<file path="src/hw/rtl/mpf_pkg.sv">
package mpf_pkg;

	// Defaults for the top-level parameters.
	localparam int MAX_PAYLOAD_DWORDS_DEF = 32;
	localparam int FRAME_TYPE_DEF = 8;

	// Field widths of one input item.
	localparam int OFFSET_W = 21;
	localparam int BYTES_W = 9;
	localparam int DWORD_W = 64;
	localparam int WORD_W = 32;
	localparam int IN_DATA_W = 192;

	// Size table geometry.
	localparam int SIZE_ENTRIES = 32;
	localparam int SIZE_IDX_W = 5;

	// Item kinds carried in the input tuser.
	localparam logic OP_HEADER = 1'b0;
	localparam logic OP_PAYLOAD = 1'b1;

	// Transaction codes.
	localparam logic [1:0] TR_READ_REQ = 2'd0;
	localparam logic [1:0] TR_WRITE_REQ = 2'd1;
	localparam logic [1:0] TR_READ_RESP = 2'd2;
	localparam logic [1:0] TR_WRITE_RESP = 2'd3;

	// Error codes carried in the output tuser.
	typedef enum logic [1:0] {
		ERR_NONE,
		ERR_SIZE,
		ERR_PAYLOAD
	} err_t;

	// One unpacked input word.
	typedef struct packed {
		logic                op;
		logic [1:0]          transaction;
		logic [1:0]          priority_req;
		logic [1:0]          transport_type;
		logic [7:0]          dest_id;
		logic [7:0]          source_id;
		logic [7:0]          tag;
		logic [OFFSET_W-1:0] cfg_offset;
		logic [BYTES_W-1:0]  size_bytes;
		logic [DWORD_W-1:0]  size_mask;
		logic [3:0]          status;
		logic [DWORD_W-1:0]  payload;
	} item_t;

	// One output word with its marks.
	typedef struct packed {
		logic [WORD_W-1:0] word;
		logic              last;
		err_t              error;
	} res_t;

	// Size table: byte count and lane mask for each size code.
	localparam logic [BYTES_W-1:0] SIZE_TAB_BYTES [SIZE_ENTRIES] = '{
		9'd1, 9'd1, 9'd1, 9'd1, 9'd2, 9'd3, 9'd2, 9'd5,
		9'd4, 9'd6, 9'd7, 9'd8, 9'd32, 9'd96, 9'd160, 9'd224,
		9'd1, 9'd1, 9'd1, 9'd1, 9'd2, 9'd3, 9'd2, 9'd5,
		9'd4, 9'd6, 9'd7, 9'd16, 9'd64, 9'd128, 9'd192, 9'd256
	};

	localparam logic [DWORD_W-1:0] SIZE_TAB_MASK [SIZE_ENTRIES] = '{
		64'hFF00_0000_0000_0000, 64'h00FF_0000_0000_0000,
		64'h0000_FF00_0000_0000, 64'h0000_00FF_0000_0000,
		64'hFFFF_0000_0000_0000, 64'hFFFF_FF00_0000_0000,
		64'h0000_FFFF_0000_0000, 64'hFFFF_FFFF_FF00_0000,
		64'hFFFF_FFFF_0000_0000, 64'hFFFF_FFFF_FFFF_0000,
		64'hFFFF_FFFF_FFFF_FF00, 64'hFFFF_FFFF_FFFF_FFFF,
		64'hFFFF_FFFF_FFFF_FFFF, 64'hFFFF_FFFF_FFFF_FFFF,
		64'hFFFF_FFFF_FFFF_FFFF, 64'hFFFF_FFFF_FFFF_FFFF,
		64'h0000_0000_FF00_0000, 64'h0000_0000_00FF_0000,
		64'h0000_0000_0000_FF00, 64'h0000_0000_0000_00FF,
		64'h0000_0000_FFFF_0000, 64'h0000_0000_00FF_FFFF,
		64'h0000_0000_0000_FFFF, 64'h0000_00FF_FFFF_FFFF,
		64'h0000_0000_FFFF_FFFF, 64'h0000_FFFF_FFFF_FFFF,
		64'h00FF_FFFF_FFFF_FFFF, 64'hFFFF_FFFF_FFFF_FFFF,
		64'hFFFF_FFFF_FFFF_FFFF, 64'hFFFF_FFFF_FFFF_FFFF,
		64'hFFFF_FFFF_FFFF_FFFF, 64'hFFFF_FFFF_FFFF_FFFF
	};

endpackage

</file>
<file path="src/hw/rtl/maint_packet_framer_core.sv">
// An accepted word is registered in stage one, then its result words in the result buffer,
// which offers the first output word and holds it while the receiver stalls.
// An item yields two words, an error item one; the one-word output channel sets the rate,
// and a new item loads as the last word of the one before leaves.
// Reset: arst_n clears the stage valid flags and the payload count at once.
module maint_packet_framer_core #(
	parameter int MAX_PAYLOAD_DWORDS = mpf_pkg::MAX_PAYLOAD_DWORDS_DEF,
	parameter int FRAME_TYPE = mpf_pkg::FRAME_TYPE_DEF
) (
	input  logic                           clk,
	input  logic                           arst_n,
	input  logic                           s_tvalid,
	output logic                           s_tready,
	// transaction, priority_req, transport_type, dest_id, source_id, tag,
	// cfg_offset, size_bytes, size_mask, status, payload
	input  logic [mpf_pkg::IN_DATA_W-1:0]  s_tdata,
	input  logic                           s_tuser,  // op
	output logic                           m_tvalid,
	input  logic                           m_tready,
	output logic [mpf_pkg::WORD_W-1:0]     m_tdata,  // word
	output logic                           m_tlast,  // last
	output logic [1:0]                     m_tuser   // error
);

	mpf_pkg::item_t item_in;
	mpf_pkg::item_t item_s1;
	logic valid_s1;
	logic load;
	logic free;
	logic pair;
	mpf_pkg::res_t res_first;
	mpf_pkg::res_t res_second;

	// Unpack the input word.
	always_comb begin
		item_in.op = s_tuser;
		item_in.transaction = s_tdata[1:0];
		item_in.priority_req = s_tdata[3:2];
		item_in.transport_type = s_tdata[5:4];
		item_in.dest_id = s_tdata[13:6];
		item_in.source_id = s_tdata[21:14];
		item_in.tag = s_tdata[29:22];
		item_in.cfg_offset = s_tdata[50:30];
		item_in.size_bytes = s_tdata[59:51];
		item_in.size_mask = s_tdata[123:60];
		item_in.status = s_tdata[127:124];
		item_in.payload = s_tdata[191:128];
	end

	assign load = valid_s1 && free;
	assign s_tready = !valid_s1 || load;

	// Input register stage.
	always_ff @(posedge clk or negedge arst_n) begin
		if (!arst_n) begin
			valid_s1 <= 1'b0;
		end else if (s_tready) begin
			valid_s1 <= s_tvalid;
		end
	end

	always_ff @(posedge clk) begin
		if (s_tready && s_tvalid) begin
			item_s1 <= item_in;
		end
	end

	mpf_encoder #(
		.MAX_PAYLOAD_DWORDS (MAX_PAYLOAD_DWORDS),
		.FRAME_TYPE         (FRAME_TYPE)
	) u_encoder (
		.clk        (clk),
		.arst_n     (arst_n),
		.item       (item_s1),
		.load       (load),
		.res_first  (res_first),
		.res_second (res_second),
		.pair       (pair)
	);

	mpf_out_buf u_out_buf (
		.clk        (clk),
		.arst_n     (arst_n),
		.load       (load),
		.pair       (pair),
		.res_first  (res_first),
		.res_second (res_second),
		.free       (free),
		.m_tvalid   (m_tvalid),
		.m_tready   (m_tready),
		.m_tdata    (m_tdata),
		.m_tlast    (m_tlast),
		.m_tuser    (m_tuser)
	);

`ifndef SYNTH
	// An error word is always a lone zero word marked last.
	a_err_last: assert property (@(posedge clk) disable iff (!arst_n)
		(m_tvalid && m_tuser != mpf_pkg::ERR_NONE) |-> (m_tlast && m_tdata == '0))
		else $error("error word not zero or not marked last");

	// A registered item waiting for the result buffer is neither lost nor changed.
	a_s1_hold: assert property (@(posedge clk) disable iff (!arst_n)
		(valid_s1 && !load) |=> (valid_s1 && $stable(item_s1)))
		else $error("stage one item lost while stalled");

	// Loading the result buffer always offers a word in the next cycle.
	a_load_out: assert property (@(posedge clk) disable iff (!arst_n)
		load |=> m_tvalid)
		else $error("loaded results not offered");

	// A word held back by the receiver stays offered and unchanged.
	a_out_hold: assert property (@(posedge clk) disable iff (!arst_n)
		(m_tvalid && !m_tready) |=>
			(m_tvalid && $stable(m_tdata) && $stable(m_tlast) && $stable(m_tuser)))
		else $error("stalled output word dropped or changed");
`endif

endmodule

</file>
<file path="src/hw/rtl/mpf_size_lookup.sv">
module mpf_size_lookup (
	input  logic [mpf_pkg::BYTES_W-1:0]    size_bytes,
	input  logic [mpf_pkg::DWORD_W-1:0]    size_mask,
	output logic                           hit,
	output logic [mpf_pkg::SIZE_IDX_W-1:0] idx
);

	logic [mpf_pkg::SIZE_ENTRIES-1:0] match;

	// Compare the pair against every table entry; the pairs in the table are unique.
	always_comb begin
		for (int i = 0; i < mpf_pkg::SIZE_ENTRIES; i++) begin
			match[i] = (mpf_pkg::SIZE_TAB_BYTES[i] == size_bytes) &&
				(mpf_pkg::SIZE_TAB_MASK[i] == size_mask);
		end
	end

	// Encode the single matching entry into its size index.
	always_comb begin
		idx = '0;
		for (int i = 0; i < mpf_pkg::SIZE_ENTRIES; i++) begin
			if (match[i]) begin
				idx = idx | mpf_pkg::SIZE_IDX_W'(i);
			end
		end
	end

	assign hit = |match;

endmodule

</file>
<file path="src/hw/rtl/mpf_encoder.sv">
module mpf_encoder #(
	parameter int MAX_PAYLOAD_DWORDS = mpf_pkg::MAX_PAYLOAD_DWORDS_DEF,
	parameter int FRAME_TYPE = mpf_pkg::FRAME_TYPE_DEF
) (
	input  logic           clk,
	input  logic           arst_n,
	input  mpf_pkg::item_t item,
	input  logic           load,
	output mpf_pkg::res_t  res_first,
	output mpf_pkg::res_t  res_second,
	output logic           pair
);

	localparam int DW_W = $clog2(MAX_PAYLOAD_DWORDS + 1);
	localparam logic [6:0] MAX_CNT = 7'(MAX_PAYLOAD_DWORDS);

	logic [DW_W-1:0] dwords_left_q;
	logic [DW_W-1:0] dwords_next;
	logic [DW_W-1:0] left_dec;
	logic [9:0] cnt_sum;
	logic [6:0] cnt_raw;
	logic [6:0] cnt;
	logic [6:0] rd_cnt;
	logic hit;
	logic [mpf_pkg::SIZE_IDX_W-1:0] idx;
	logic [mpf_pkg::WORD_W-1:0] w0_base;

	mpf_size_lookup u_lookup (
		.size_bytes (item.size_bytes),
		.size_mask  (item.size_mask),
		.hit        (hit),
		.idx        (idx)
	);

	// Payload doublewords still expected for the current packet.
	always_ff @(posedge clk or negedge arst_n) begin
		if (!arst_n) begin
			dwords_left_q <= '0;
		end else if (load) begin
			dwords_left_q <= dwords_next;
		end
	end

	// Doubleword count from the byte count, rounded up.
	assign cnt_sum = {1'b0, item.size_bytes} + 10'd7;
	assign cnt_raw = cnt_sum[9:3];
	assign rd_cnt = (cnt_raw > MAX_CNT) ? MAX_CNT : cnt_raw;
	assign left_dec = dwords_left_q - DW_W'(1);

	// Common part of the first header word; the top nibble is filled per transaction.
	assign w0_base = {4'b0000, 2'b00, item.transaction, item.source_id, item.dest_id,
		4'(FRAME_TYPE), item.transport_type, item.priority_req};

	// Build the words for one item and the next payload count.
	always_comb begin
		res_first = '{word: '0, last: 1'b0, error: mpf_pkg::ERR_NONE};
		res_second = '{word: '0, last: 1'b1, error: mpf_pkg::ERR_NONE};
		pair = 1'b0;
		dwords_next = dwords_left_q;
		cnt = '0;
		if (item.op == mpf_pkg::OP_PAYLOAD) begin
			if (dwords_left_q == '0) begin
				res_second.error = mpf_pkg::ERR_PAYLOAD;
			end else begin
				pair = 1'b1;
				dwords_next = left_dec;
				res_first.word = item.payload[63:32];
				res_second.word = item.payload[31:0];
				res_second.last = (left_dec == '0);
			end
		end else begin
			case (item.transaction)
				mpf_pkg::TR_READ_REQ, mpf_pkg::TR_WRITE_REQ: begin
					if (item.transaction == mpf_pkg::TR_WRITE_REQ) begin
						cnt = cnt_raw;
					end
					if (!hit || cnt > MAX_CNT) begin
						dwords_next = '0;
						res_second.error = mpf_pkg::ERR_SIZE;
					end else begin
						pair = 1'b1;
						dwords_next = DW_W'(cnt);
						res_first.word = {idx[3:0], w0_base[27:0]};
						res_second.word = {2'b00, idx[4], item.cfg_offset, item.tag};
						res_second.last = (cnt == '0);
					end
				end
				mpf_pkg::TR_READ_RESP, mpf_pkg::TR_WRITE_RESP: begin
					if (item.transaction == mpf_pkg::TR_READ_RESP) begin
						cnt = rd_cnt;
					end
					pair = 1'b1;
					dwords_next = DW_W'(cnt);
					res_first.word = {item.status, w0_base[27:0]};
					res_second.word = {24'h0, item.tag};
					res_second.last = (cnt == '0);
				end
				default: begin
					pair = 1'b0;
				end
			endcase
		end
	end

endmodule

</file>
<file path="src/hw/rtl/mpf_out_buf.sv">
module mpf_out_buf (
	input  logic                        clk,
	input  logic                        arst_n,
	input  logic                        load,
	input  logic                        pair,
	input  mpf_pkg::res_t               res_first,
	input  mpf_pkg::res_t               res_second,
	output logic                        free,
	output logic                        m_tvalid,
	input  logic                        m_tready,
	output logic [mpf_pkg::WORD_W-1:0]  m_tdata,  // word
	output logic                        m_tlast,
	output logic [1:0]                  m_tuser   // error
);

	mpf_pkg::res_t first_q;
	mpf_pkg::res_t second_q;
	logic [1:0] valid_q;
	logic take;

	assign take = m_tvalid && m_tready;
	// Room for a new item once the buffer is empty or its final word leaves now.
	assign free = (valid_q == 2'b00) || (valid_q == 2'b10 && m_tready);

	// Two-entry result register: the first word drains before the second.
	always_ff @(posedge clk or negedge arst_n) begin
		if (!arst_n) begin
			valid_q <= 2'b00;
		end else if (load) begin
			valid_q <= pair ? 2'b11 : 2'b10;
		end else if (take) begin
			valid_q <= valid_q[0] ? 2'b10 : 2'b00;
		end
	end

	always_ff @(posedge clk) begin
		if (load) begin
			first_q <= res_first;
			second_q <= res_second;
		end
	end

	// Present the oldest pending word.
	assign m_tvalid = |valid_q;
	assign m_tdata = valid_q[0] ? first_q.word : second_q.word;
	assign m_tlast = valid_q[0] ? first_q.last : second_q.last;
	assign m_tuser = valid_q[0] ? first_q.error : second_q.error;

endmodule

</file>
<file path="config.mk">
export PLATFORM = sky130hd
export DESIGN_NAME = maint_packet_framer_core
export DESIGN_NICKNAME = d
export VERILOG_FILES = /design/src/hw/rtl/mpf_pkg.sv /design/src/hw/rtl/maint_packet_framer_core.sv /design/src/hw/rtl/mpf_size_lookup.sv /design/src/hw/rtl/mpf_encoder.sv /design/src/hw/rtl/mpf_out_buf.sv
export SDC_FILE = /design/constraint.sdc
export NUM_CORES = 1
export LEC_CHECK = 0
export BUFFER_PORTS_ARGS = -buffer_cell sky130_fd_sc_hd__buf_4
export CORE_ASPECT_RATIO = 1.75
export CORE_MARGIN = 1.5
export CORE_UTILIZATION = 50
export DETAILED_ROUTE_END_ITERATION = 6
export PLACE_DENSITY = 0.74
export RECOVER_POWER = 50
export SETUP_SLACK_MARGIN = 0.3
export SLEW_MARGIN = 20
export SYNTH_ARGS = -nofsm -noshare
export SYNTH_HDL_FRONTEND = slang
export SYNTH_SLANG_ARGS = --single-unit
</file>
<file path="constraint.sdc">
create_clock -name clk -period 8.5 [get_ports clk]
set_input_delay 0.85 -clock clk [delete_from_list [all_inputs] [get_ports clk]]
set_output_delay 0.85 -clock clk [all_outputs]
set_load 0.1 [all_outputs]
</file>
==> qor.txt <==
H-Tree Depth -> 1
Max_cap viols -> 4
Final ANT Viol Nets -> 0
Clock skew -> 0.0185 ns
Detailed Route WL -> 25100 microns
P_int -> 3.00 mW
Reg area -> 0.00803 sq mm
R2R Path End -> u_out_buf.second_q[15]
Initial DRC count -> 465
Filler cells -> 1561
Ys flop type -> edfxtp_1
CP peak stage delay -> 2.20 ns
Most Frequent Cell on Critical Path -> clkbuf_1
Unrepaired setup endpoints after global routing -> false
VDD IR max -> 0.191 mV
Outcome -> finished with violations
TritonCTS clock tree -> built
Cts hold-fix bufs -> 0
Synth Cell Area -> 0.0110 sq mm
Worst-path cell chain -> clkbuf_1 > nor2b_1 > nand2_1 > inv_1 > clkbuf_1
Ys async rst share -> 0.0335
Sw frac -> 0.377
Yosys warning total -> 0
Clk pwr share -> 0.247
R2R Setup Slk -> 3.25 ns
Nets@finish -> 1122
Worst Path Required -> 8.60 ns
Initial antenna violation count -> 4
Die Ht -> 200 microns
Hold Vio Cnt, Final -> 0
CP Class -> register to register
Register area share after synthesis -> 0.728
Worst Setup EP -> u_out_buf.second_q[15]
Place WS -> 4.98 ns
Die width -> 115 microns
Fraction of layout cells with a size suffix above 1 -> 0.352
Cell Pwr Density -> 345 mW/mm^2
Clock transition at path regs -> 0.06 ns
Failing checks -> max-capacitance violations, max-slew violations
Die area -> 0.0230 sq mm
Syn_area_per_cell -> 16.2 sq um
Clk buf depth -> 3
Post-synthesis net count -> 881
Port buffer count -> 233
Netlist cell types -> 68
P&R area growth vs syn -> 26.4%
P_leak -> 4.93 nW
HPWL after DPL -> 18100 microns
Cells on worst reg2reg path -> 5
Slew headroom -> -1.55
Vias in the first global route -> 7209
Core Area -> 0.0216 sq mm
Slew Limit Fails -> 194
Effective utilization at floorplan -> 0.511
Area of the multi-input gates -> 0.00281 sq mm
DRC -> 0
Num rows -> 71
Sequential share of power -> 0.415
Comb pwr share -> 0.338
Final setup viols -> 0
Switch Pwr -> 1.81 mW
# clock sinks -> 269
Min Tclk post-route -> 5.25 ns
Worst-Skew Late Latency -> 0.56 ns
Setup Fix Bufs, Post-CTS -> 0
Crit path launch type -> register
Crit. Startpoint -> u_out_buf.valid_q[0]
Worst hold path class -> input port to async pin
CP max-delay cell -> clkbuf_1
Worst setup EP type -> register
WL/cell -> 20.3 microns
Routed vias/inst -> 5.70
Final setup margin -> 3.25 ns
Reg-to-reg startpoint -> u_out_buf.valid_q[0]
Arr. time, crit path -> 5.35 ns
I/O Pins -> 234
Routed via count -> 7045
Pre-antenna DRT Iters -> 6
Fmax -> 190 MHz
Cts bufs inserted -> 25
Total global-route track usage -> 0.218
Flops & latches, synth -> 269
Pin count of the biggest net entering global routing -> 79
Hold WS -> 0.264 ns
First-pass GRT wire length -> 37300 microns
Critical path peak fanout -> 55
Gpl congestion -> 0.963
Synth Instances -> 681
Post-synth EDFFs -> 260
Post-cts sizing count -> 0
GRT Residual Overflow -> 0
Clock root buffer -> clkbuf_16
Setup TNS Final -> 0 ns
Period utilization -> 0.618
Tightest Pin Transition -> 3.82 ns
==> sequential cells by signal, indices dropped and copies added (netlist names) <==
name	cells
valid_s1	1
item_s1	193
u_out_buf.first_q	32
u_out_buf.second_q	35
u_encoder.dwords_left_q	6
u_out_buf.valid_q	2
==> power by group through the flow <==
stage | clock (mW) | sequential, mW | combinational [mW]
after floorplan | 0 | 1.98 | 1.28
after global placement | 0 | 2.00 | 1.63
after detailed placement | 0 | 2.01 | 1.65
after CTS | 1.21 | 1.98 | 1.66
after global routing | 1.26 | 2.03 | 1.71
final | 1.19 | 2.00 | 1.62
==> stage by stage <==
step	cell area, sq um	std cells	power [mW]	utilization
finish	13900	1236	4.81	0.646
global route	13900	1236	5.00	0.646
CTS	14000	1232	4.85	0.648
detailed placement	13100	1187	3.66	0.607
global placement	13100	1186	3.63	0.606
floorplan	11000	681	3.25	-
==> layer usage <==
metal  part of all wire  up-vias  GRT usage
met5                  0        -          0
met4              0.057        0      0.132
met3              0.072       85     0.0464
met2               0.54      308      0.413
met1               0.33     3380      0.210
li1                   -     3272          -
==> layout make-up <==
type                    instances  area share
clock inverters                19      0.0181
multi-input cells             373       0.202
well taps                     292      0.0262
diodes                          4    0.000718
flip-flops and latches        269       0.576
clock buffers                  26      0.0451
inverters                      11     0.00296
repair buffers                242       0.129
==> worst min path at each step <==
stage,from,endpoint,cells after the start
CTS,arst_n,valid_s1,1
global route,arst_n,u_encoder.dwords_left_q[0],1
floorplan,item_s1[29],u_out_buf.second_q[32],2
global placement,item_s1[36],u_out_buf.first_q[7],1
finish,arst_n,u_encoder.dwords_left_q[5],1
detailed placement,item_s1[38],u_out_buf.first_q[9],1
==> cells by family (layout without fill, tap and decap cells) <==
logic type / after synthesis / in the layout / share of synthesized area
flops: 269 / 269 / 0.728
simple gates: 195 / 195 / 0.119
compound gates: 137 / 137 / 0.0940
buf+inv: 39 / 298 / 0.0177
mux: 32 / 32 / 0.0327
xor+xnor: 6 / 6 / 0.00476
fa+ha+maj: 3 / 3 / 0.00340
other cells: 0 / 4 / 0
==> cell usage after synthesis (6+ instances only) <==
cell type	instances	area, sq um
a21oi_1	20	100
a22o_1	51	447
a22oi_1	7	52.6
and2_1	10	62.6
clkbuf_1	13	48.8
dfrtp_1	9	225
edfxtp_1	260	7810
inv_1	11	41.3
mux2_2	32	360
nand2_1	29	109
nand2b_1	7	43.8
nand3_1	8	40.0
nand4_1	22	138
nor2_1	19	71.3
nor2b_1	8	50.1
nor3_1	16	80.1
nor4_1	14	87.6
nor4_2	8	100
o21ai_0	18	90.1
or3_1	6	37.5
or4_1	16	120
==> placed cells by master, fill, tap and decap left out, types with 18 or more instances in the layout <==
| master | Yosys | layout |
|---|---|---|
| clkbuf_16 | 0 | 25 |
| a22o_1 | 51 | 51 |
| nand4_1 | 22 | 22 |
| nand2_1 | 29 | 29 |
| buf_4 | 2 | 41 |
| nor2_1 | 19 | 19 |
| edfxtp_1 | 260 | 260 |
| a21oi_1 | 20 | 20 |
| mux2_2 | 32 | 32 |
| o21ai_0 | 18 | 18 |
| clkbuf_4 | 0 | 191 |
==> worst max-delay path: cells and delay by family, from the launching register on <==
| kind | cells | cell delay (ns) |
|---|---|---|
| buffers and inverters | 3 | 3.53 |
| flip-flops | 1 | 0.41 |
| AND/OR/NAND/NOR | 2 | 0.80 |
No activity file was read; power rests on OpenSTA's default activity.
